==> src/hw/rtl/srb_pkg.sv <==
`timescale 1ns / 1ps
`default_nettype none

package srb_pkg;

    localparam int unsigned POS_W   = 64;
    localparam int unsigned BYTE_W  = 8;
    localparam int unsigned PEND_W  = 6;
    localparam int unsigned S_DATA_W = 72;
    localparam int unsigned S_USER_W = 2;
    localparam int unsigned M_DATA_W = 80;
    localparam int unsigned M_USER_W = 1;

    // tuser bit positions on the slave side
    localparam int unsigned S_USER_HAS_BYTE = 0;
    localparam int unsigned S_USER_EOF      = 1;

    // Commands from the controller to the datapath
    typedef struct packed {
        logic store;        // park the accepted item, update the end marker
        logic load_byte;    // release the byte at the head into the output register
        logic load_status;  // load a status result into the output register
    } t_dp_cmd;

    // Status from the datapath to the controller
    typedef struct packed {
        logic can_release;  // head slot holds a byte and the end is not reached
        logic more;         // after releasing the head, the next slot can go too
        logic ended_after;  // after releasing the head, the stream has ended
        logic out_free;     // output register can take a result this cycle
    } t_dp_sts;

endpackage

`default_nettype wire

==> src/hw/rtl/srb_ram.sv <==
`timescale 1ns / 1ps
`default_nettype none

module srb_ram #(
    parameter int unsigned WIDTH = 8,
    parameter int unsigned DEPTH = 32
) (
    input  wire logic                     i_clk,
    input  wire logic                     i_we,
    input  wire logic [$clog2(DEPTH)-1:0] i_waddr,
    input  wire logic [WIDTH-1:0]         i_wdata,
    input  wire logic [$clog2(DEPTH)-1:0] i_raddr,
    output logic      [WIDTH-1:0]         o_rdata
);

    logic [WIDTH-1:0] r_mem [DEPTH];
    logic [WIDTH-1:0] r_rdata;

    always_ff @(posedge i_clk) begin
        if (i_we) begin
            r_mem[i_waddr] <= i_wdata;
        end
        r_rdata <= r_mem[i_raddr];
    end

    assign o_rdata = r_rdata;

endmodule

`default_nettype wire

==> src/hw/rtl/srb_ctrl.sv <==
`timescale 1ns / 1ps
`default_nettype none

module srb_ctrl
    import srb_pkg::*;
(
    input  wire logic    i_clk,
    input  wire logic    i_rst_n,
    input  wire logic    i_s_valid,
    output logic         o_s_ready,
    input  wire t_dp_sts i_sts,
    output t_dp_cmd      o_cmd
);

    typedef enum logic [1:0] {
        ST_IDLE,
        ST_LOOKUP,
        ST_EMIT
    } t_state;

    t_state r_state;
    t_state n_state;

    always_ff @(posedge i_clk) begin
        if (!i_rst_n) begin
            r_state <= ST_IDLE;
        end else begin
            r_state <= n_state;
        end
    end

    always_comb begin
        n_state = r_state;
        o_cmd   = '0;
        case (r_state)
            ST_IDLE: begin
                if (i_s_valid) begin
                    o_cmd.store = 1'b1;
                    n_state     = ST_LOOKUP;
                end
            end
            ST_LOOKUP: begin
                // head read is issued here; its data is ready in EMIT
                if (i_sts.can_release) begin
                    n_state = ST_EMIT;
                end else if (i_sts.out_free) begin
                    o_cmd.load_status = 1'b1;
                    n_state           = ST_IDLE;
                end
            end
            ST_EMIT: begin
                if (i_sts.out_free) begin
                    o_cmd.load_byte = 1'b1;
                    if (i_sts.more) begin
                        n_state = ST_EMIT;
                    end else if (i_sts.ended_after) begin
                        n_state = ST_LOOKUP;
                    end else begin
                        n_state = ST_IDLE;
                    end
                end
            end
            default: begin
                n_state = ST_IDLE;
            end
        endcase
    end

    assign o_s_ready = (r_state == ST_IDLE);

    a_cmd_exclusive: assert property (@(posedge i_clk) disable iff (!i_rst_n)
        $onehot0({o_cmd.store, o_cmd.load_byte, o_cmd.load_status}))
        else $error("datapath commands overlap");

    a_load_needs_room: assert property (@(posedge i_clk) disable iff (!i_rst_n)
        (o_cmd.load_byte || o_cmd.load_status) |-> i_sts.out_free)
        else $error("result loaded into a full output register");

    a_status_only_when_blocked: assert property (@(posedge i_clk) disable iff (!i_rst_n)
        o_cmd.load_status |-> !i_sts.can_release)
        else $error("status result while a byte is releasable");

endmodule

`default_nettype wire

==> src/hw/rtl/srb_dp.sv <==
`timescale 1ns / 1ps
`default_nettype none

module srb_dp
    import srb_pkg::*;
#(
    parameter int unsigned CAPACITY = 32
) (
    input  wire logic                i_clk,
    input  wire logic                i_rst_n,
    input  wire t_dp_cmd             i_cmd,
    output t_dp_sts                  o_sts,
    input  wire logic [S_DATA_W-1:0] i_s_data,
    input  wire logic [S_USER_W-1:0] i_s_user,
    input  wire logic                i_s_last,
    input  wire logic                i_m_ready,
    output logic                     o_m_valid,
    output logic      [M_DATA_W-1:0] o_m_data,
    output logic      [M_USER_W-1:0] o_m_user,
    output logic                     o_m_last
);

    localparam int unsigned IDX_W = $clog2(CAPACITY);

    // unpacked input item
    logic [POS_W-1:0]  in_pos;
    logic [BYTE_W-1:0] in_byte;
    logic              in_has_byte;
    logic              in_eof;

    assign in_pos      = i_s_data[POS_W-1:0];
    assign in_byte     = i_s_data[POS_W +: BYTE_W];
    assign in_has_byte = i_s_user[S_USER_HAS_BYTE];
    assign in_eof      = i_s_user[S_USER_EOF];

    // reassembly state
    logic [CAPACITY-1:0] r_valid;
    logic [IDX_W-1:0]    r_head;
    logic [POS_W-1:0]    r_asm;
    logic [PEND_W-1:0]   r_pend;
    logic                r_end_known;
    logic [POS_W-1:0]    r_end_pos;
    logic                r_ended;

    // output register
    logic                r_m_valid;
    logic [BYTE_W-1:0]   r_out_byte;
    logic                r_out_valid;
    logic                r_out_ended;
    logic [POS_W-1:0]    r_out_asm;
    logic [PEND_W-1:0]   r_out_pend;
    logic                r_out_none;
    logic                r_out_last;

    // store path
    logic [POS_W-1:0]  diff;
    logic [IDX_W:0]    slot_sum;
    logic [IDX_W-1:0]  slot;
    logic              keep;
    logic              do_write;
    logic [POS_W-1:0]  new_end;

    assign diff     = in_pos - r_asm;
    assign slot_sum = {1'b0, r_head} + {1'b0, diff[IDX_W-1:0]};
    assign slot     = (slot_sum >= (IDX_W+1)'(CAPACITY))
                    ? IDX_W'(slot_sum - (IDX_W+1)'(CAPACITY))
                    : IDX_W'(slot_sum);
    assign keep     = in_has_byte
                    && (in_pos >= r_asm)
                    && (diff < POS_W'(CAPACITY))
                    && !(r_end_known && (in_pos >= r_end_pos));
    assign do_write = i_cmd.store && keep && !r_valid[slot];
    // end position saturates at all ones
    assign new_end  = (in_has_byte && (in_pos != '1)) ? in_pos + 1'b1 : in_pos;

    // release path
    logic                at_end;
    logic [POS_W-1:0]    nxt_asm;
    logic                nxt_at_end;
    logic [IDX_W-1:0]    head_inc;
    logic [IDX_W-1:0]    n_head;
    logic [CAPACITY-1:0] valid_after;
    logic                ended_after;
    logic                ended_now;
    logic [PEND_W-1:0]   pend_dec;
    logic [BYTE_W-1:0]   rd_byte;

    assign at_end      = r_end_known && (r_asm == r_end_pos);
    assign nxt_asm     = r_asm + 1'b1;
    assign nxt_at_end  = r_end_known && (nxt_asm == r_end_pos);
    // head restarts at slot zero when the position wraps
    assign head_inc    = ((r_head == IDX_W'(CAPACITY - 1)) || (r_asm == '1))
                       ? '0 : r_head + 1'b1;
    assign n_head      = i_cmd.load_byte ? head_inc : r_head;
    assign valid_after = r_valid & ~(CAPACITY'(1) << r_head);
    assign ended_after = r_ended || nxt_at_end;
    assign ended_now   = r_ended || at_end;
    assign pend_dec    = (r_pend != '0) ? r_pend - 1'b1 : r_pend;

    assign o_sts.can_release = r_valid[r_head] && !at_end;
    assign o_sts.more        = valid_after[head_inc] && !nxt_at_end;
    assign o_sts.ended_after = ended_after;
    assign o_sts.out_free    = !r_m_valid || i_m_ready;

    srb_ram #(
        .WIDTH (BYTE_W),
        .DEPTH (CAPACITY)
    ) u_store (
        .i_clk   (i_clk),
        .i_we    (do_write),
        .i_waddr (slot),
        .i_wdata (in_byte),
        .i_raddr (n_head),
        .o_rdata (rd_byte)
    );

    always_ff @(posedge i_clk) begin
        if (!i_rst_n) begin
            r_valid     <= '0;
            r_head      <= '0;
            r_asm       <= '0;
            r_pend      <= '0;
            r_end_known <= 1'b0;
            r_end_pos   <= '0;
            r_ended     <= 1'b0;
        end else begin
            if (do_write) begin
                r_valid[slot] <= 1'b1;
                r_pend        <= r_pend + 1'b1;
            end
            if (i_cmd.store && i_s_last && in_eof) begin
                r_end_known <= 1'b1;
                r_end_pos   <= new_end;
            end
            if (i_cmd.load_byte) begin
                r_valid[r_head] <= 1'b0;
                r_head          <= head_inc;
                r_asm           <= nxt_asm;
                r_pend          <= pend_dec;
                r_ended         <= ended_after;
            end
            if (i_cmd.load_status) begin
                r_ended <= ended_now;
            end
        end
    end

    always_ff @(posedge i_clk) begin
        if (!i_rst_n) begin
            r_m_valid <= 1'b0;
        end else if (i_cmd.load_byte || i_cmd.load_status) begin
            r_m_valid <= 1'b1;
        end else if (i_m_ready) begin
            r_m_valid <= 1'b0;
        end
    end

    always_ff @(posedge i_clk) begin
        if (i_cmd.load_byte) begin
            r_out_byte  <= rd_byte;
            r_out_valid <= 1'b1;
            r_out_ended <= 1'b0;
            r_out_asm   <= nxt_asm;
            r_out_pend  <= pend_dec;
            r_out_none  <= (pend_dec == '0);
            r_out_last  <= !o_sts.more && !ended_after;
        end else if (i_cmd.load_status) begin
            r_out_byte  <= '0;
            r_out_valid <= 1'b0;
            r_out_ended <= ended_now;
            r_out_asm   <= r_asm;
            r_out_pend  <= r_pend;
            r_out_none  <= (r_pend == '0);
            r_out_last  <= 1'b1;
        end
    end

    assign o_m_valid = r_m_valid;
    assign o_m_data  = {r_out_none, r_out_pend, r_out_asm, r_out_ended, r_out_byte};
    assign o_m_user  = r_out_valid;
    assign o_m_last  = r_out_last;

    a_pend_matches_valid: assert property (@(posedge i_clk) disable iff (!i_rst_n)
        r_pend == PEND_W'($countones(r_valid)))
        else $error("pending count out of step with slot valid bits");

    a_head_in_ring: assert property (@(posedge i_clk) disable iff (!i_rst_n)
        r_head < IDX_W'(CAPACITY - 1) || r_head == IDX_W'(CAPACITY - 1))
        else $error("head slot outside the ring");

    a_ended_sticky: assert property (@(posedge i_clk) disable iff (!i_rst_n)
        !($past(i_rst_n) && $fell(r_ended)))
        else $error("ended flag cleared");

endmodule

`default_nettype wire

==> src/hw/rtl/stream_reorder_buffer_core.sv <==
`timescale 1ns / 1ps
`default_nettype none

// Stream reorder buffer. Each slave transfer carries one stream byte with its
// absolute 64-bit position, or a marker with no byte that closes an empty
// segment. Bytes inside the window [assembled, assembled + CAPACITY) are parked
// in a ring of CAPACITY slots; bytes below the assembled point, beyond the
// window or at or past a known end are dropped, and a duplicate never replaces
// a byte already held. An eof on a segment's last item sets the end position.
// After each input the block releases every newly contiguous byte in order, one
// master transfer per byte, then a status transfer (tuser low) when no byte was
// released or the stream has ended; tlast marks the final transfer of an input.
// Timing: an input is taken in the idle state, then the head slot is looked up.
// Released bytes then stream out at one per cycle unless the master side holds
// them back, paced by the byte store's single registered read port, and a final
// status transfer follows once the end is reached. The slave side is ready only
// between inputs, but a finished result may still sit in the output register
// while the next input is taken. There is no clearing pass after reset.
module stream_reorder_buffer_core
    import srb_pkg::*;
#(
    parameter int unsigned CAPACITY = 32
) (
    input  wire logic                i_clk,
    input  wire logic                i_rst_n,

    input  wire logic                s_axis_tvalid,
    output logic                     s_axis_tready,
    // [63:0] stream_pos, [71:64] byte_value
    input  wire logic [S_DATA_W-1:0] s_axis_tdata,
    // [0] has_byte, [1] eof
    input  wire logic [S_USER_W-1:0] s_axis_tuser,
    // segment_last
    input  wire logic                s_axis_tlast,

    output logic                     m_axis_tvalid,
    input  wire logic                m_axis_tready,
    // [7:0] out_byte, [8] stream_ended, [72:9] assembled_count,
    // [78:73] pending_count, [79] nothing_pending
    output logic      [M_DATA_W-1:0] m_axis_tdata,
    // [0] out_valid
    output logic      [M_USER_W-1:0] m_axis_tuser,
    // last result of the current input
    output logic                     m_axis_tlast
);

    t_dp_cmd cmd;
    t_dp_sts sts;

    // Controller: sequence accept, head lookup, byte release and status transfer
    srb_ctrl u_ctrl (
        .i_clk     (i_clk),
        .i_rst_n   (i_rst_n),
        .i_s_valid (s_axis_tvalid),
        .o_s_ready (s_axis_tready),
        .i_sts     (sts),
        .o_cmd     (cmd)
    );

    // Datapath: window checks, slot ring, byte store, counters, output register
    srb_dp #(
        .CAPACITY (CAPACITY)
    ) u_dp (
        .i_clk     (i_clk),
        .i_rst_n   (i_rst_n),
        .i_cmd     (cmd),
        .o_sts     (sts),
        .i_s_data  (s_axis_tdata),
        .i_s_user  (s_axis_tuser),
        .i_s_last  (s_axis_tlast),
        .i_m_ready (m_axis_tready),
        .o_m_valid (m_axis_tvalid),
        .o_m_data  (m_axis_tdata),
        .o_m_user  (m_axis_tuser),
        .o_m_last  (m_axis_tlast)
    );

endmodule

`default_nettype wire

==> config.mk <==
export PLATFORM = sky130hd
export DESIGN_NAME = stream_reorder_buffer_core
export DESIGN_NICKNAME = d
export VERILOG_FILES = /design/src/hw/rtl/srb_pkg.sv /design/src/hw/rtl/srb_ram.sv /design/src/hw/rtl/srb_ctrl.sv /design/src/hw/rtl/srb_dp.sv /design/src/hw/rtl/stream_reorder_buffer_core.sv
export SDC_FILE = /design/constraint.sdc
export NUM_CORES = 1
export LEC_CHECK = 0
export ABC_AREA = 1
export ABC_CLOCK_PERIOD_IN_PS = 9900
export BUFFER_PORTS_ARGS = -buffer_cell sky130_fd_sc_hd__buf_2
export CORE_MARGIN = 8
export CORE_UTILIZATION = 30
export DETAILED_ROUTE_END_ITERATION = 7
export PLACE_DENSITY_LB_ADDON = 0.2
export RECOVER_POWER = 100
export SETUP_SLACK_MARGIN = 0.3
export SLEW_MARGIN = 25
export SYNTH_ARGS = -nofsm -noshare
export SYNTH_HDL_FRONTEND = slang
export SYNTH_SLANG_ARGS = --single-unit
export TNS_END_PERCENT = 1
==> constraint.sdc <==
create_clock -name i_clk -period 9.9 [get_ports i_clk]
set_input_delay 1.98 -clock i_clk [delete_from_list [all_inputs] [get_ports i_clk]]
set_output_delay 1.98 -clock i_clk [all_outputs]
set_load 0.05 [all_outputs]
==> reports/qor.yml <==
synth-compound-area-share_pct: 12.4
period_minus_slack_ns: 7.64
cts.repair.resized: 0
ys_seq_elements: 522
grt.overflow.total: 0
port-buffer-count: 162
synth.area.mux_share_pct: 0
die_h_um: 360
synth_ff_type: "edfxtp_1"
cts_buffers: 59
final_common_cell: "nand2_1"
rsz0062_at_grt: "no"
synthTopCellsByArea: "edfxtp_1 (28%), nand2_1 (14%), dfxtp_1 (10%)"
synth_xor_area_share_pct: 4.00
slew_viol_final: 636
critPathKind: "in2reg"
dr.pass1.iters: 7
postCtsHoldBufs: 0
status: "finished with violations"
synth_top_family_by_area: "simple AND/OR/NAND/NOR gates"
final_cell_mix: "nand2_1 (1328), inv_1 (705), nor2_1 (618)"
routedWlPerCell_um: 23.2
syn_nets: 5226
yosysWarnings: 0
design_area_mm2: 0.0397
synth_simple_gate_area_share_pct: 30.2
synthCells: 5001
syn_avg_cell_area_um2: 7.10
grt_pass1_wl_um: 224000
critPathMaxFanout: 66
finalSetupTns_ns: 0
dpl-instance-area_mm2: 0.0378
synth_top_area_share_pct: 28.4
post-route-drc-count: 0
start_kind: "input pin"
max_freq_ghz: 0.131
routabilityCongestion: 0.989
die_w_um: 360
track_usage_pct: 22.9
cts-root-buf: "clkbuf_16"
drt_wl_total_um: 156000
grt_pass1_vias: 33200
setup-violations-final: 0
initial_core_util_pct: 30.2
required_ns: 10.45
syn_area_mm2: 0.0355
area_delta_synth_final_pct: 11.8
nets: 5341
cp-end-kind: "register"
dr.first_iter.drc_count: 3809
synth-edff-count: 336
avgViaCountPerCell: 5.22
io_pins: 163
worst_pin_slew_ns: 3.23
dp_hpwl_um: 124000
core_mm2: 0.118
numClockSinks: 522
hold_viol_final: 0
cts_tree: "yes"
p_total_mw: 8.94
yosysTopAreaCell: "edfxtp_1"
drive_gt1_share_pct: 4.47
relSlewSlack_pct: -115
fin_crit_sh_pct: 77.2
cap_viol_max_count: 16
ant_nets: 0
fp-row-count: 126
cts_setup_buffers: 0
synthAdderAreaFrac_pct: 5.18
min_path_type: "reg2reg"
power_density_mw_per_mm2: 225
yosys.cell_types.count: 62
fillers: 12700
violations: "max-capacitance violations, max-slew violations"
dr_total_vias: 35000
postLayoutCoreUtil_pct: 33.7
async_flop_share_pct: 0
die-area_mm2: 0.130
cts_max_level: 2
clock_path_buffers: 3
yosysSeqAreaShare_pct: 38.9
ir_drop_uv: 165
antenna_found_initial: 3
insertion_delay_ns: 0.69
clkTransAtPathRegs_ns: 0.06
grt_max_degree: 85
p_leak_nw: 16.6
skew_ns: 0.0583
cp.arrival_ns: 8.19
[layer usage]
metal  GRT usage (%)  wire length [um]  vias to the layer above
met5               0                 0                        -
met4            7.45              5260                        0
met3            2.90             10700                      203
met2            35.0             66500                     1395
met1            33.2             73000                    16600
li1                -                 -                    16800
[Yosys cell counts, drive strengths merged, types with 24 or more instances]
| cell type | count |
|---|---|
| a21oi | 278 |
| buf | 44 |
| clkbuf | 90 |
| dfxtp | 186 |
| edfxtp | 336 |
| ha | 144 |
| inv | 715 |
| nand2 | 1339 |
| nand3 | 329 |
| nand3b | 24 |
| nand4 | 104 |
| nor2 | 629 |
| nor3 | 71 |
| nor4 | 32 |
| o21ai | 324 |
| o221ai | 68 |
| xnor2 | 50 |
| xor2 | 109 |
[layout make-up]
class	instances	area [um^2]	share of cell area, %
well taps	1536	1920	4.84
flip-flops and latches	522	13800	34.8
diodes	3	7.51	0.0189
multi-input cells	3626	18300	46.2
inverters	719	2700	6.81
clock inverters	36	469	1.18
clock buffers	76	1600	4.03
repair buffers	188	862	2.17
[state kept, by name, indices dropped and copies added (netlist names), 2 cells and up]
signal and cells:
u_ctrl.r_state 2, u_dp.r_out_asm 64, u_dp.r_asm 64, u_dp.r_valid 32, u_dp.r_head 5, u_dp.u_store.o_rdata 8, u_dp.r_out_byte 8, u_dp.r_out_pend 6
u_dp.r_end_pos 64, u_dp.u_store.r_mem 256, u_dp.r_pend 6
[critical path, stage by stage]
cell and delay (ns):
buf_2 0.10, nor2_1 0.28, inv_1 0.12, nand2_1 1.14, nand2_1 0.09, o21ai_0 0.13, clkbuf_1 1.98, inv_2 1.17
o21ai_0 0.41, o221ai_1 0.20, nand3_1 0.18, nand2_1 0.08, nand2_1 0.11, nand2_1 0.14
[report_power, final]
part | internal, mW | total [mW] | switching [mW]
Sequential | 2.66 | 2.80 | 0.133
Clock | 1.34 | 2.32 | 0.976
Combinational | 0.840 | 3.83 | 2.99
Total | 4.85 | 8.94 | 4.10
[through the flow]
| stage | setup slack [ns] | hold slack [ns] | std cells |
|---|---|---|---|
| final | 2.26 | 0.480 | 6706 |
| after global routing | 1.65 | 0.494 | 6705 |
| after CTS | 2.64 | 0.474 | 6703 |
| after detailed placement | 1.91 | 0.459 | 6591 |
| after global placement | 1.98 | 0.468 | 6591 |
| after floorplan | 4.16 | 0.447 | 5001 |
[cells by family (layout without fill, tap and decap cells)]
| logic type | after synthesis | in the layout |
|---|---|---|
| simple gates | 2549 | 2549 |
| buf+inv | 853 | 1019 |
| compound gates | 771 | 771 |
| flops | 522 | 522 |
| xor+xnor | 160 | 160 |
| fa+ha+maj | 146 | 146 |
| other cells | 0 | 3 |
[path summary, 6_finish.rpt]
kind | start | slack (ns) | to | depth (start not counted)
max | m_axis_tready | 2.26 | u_dp.u_store.o_rdata[7] | 14
min | u_dp.o_m_user | 0.48 | u_dp.o_m_user | 2
max reg2reg | u_dp.r_asm[0] | 2.49 | u_dp.u_store.o_rdata[7] | 19
min reg2reg | u_dp.o_m_user | 0.48 | u_dp.o_m_user | 2
No activity file was read; power rests on OpenSTA's default activity.
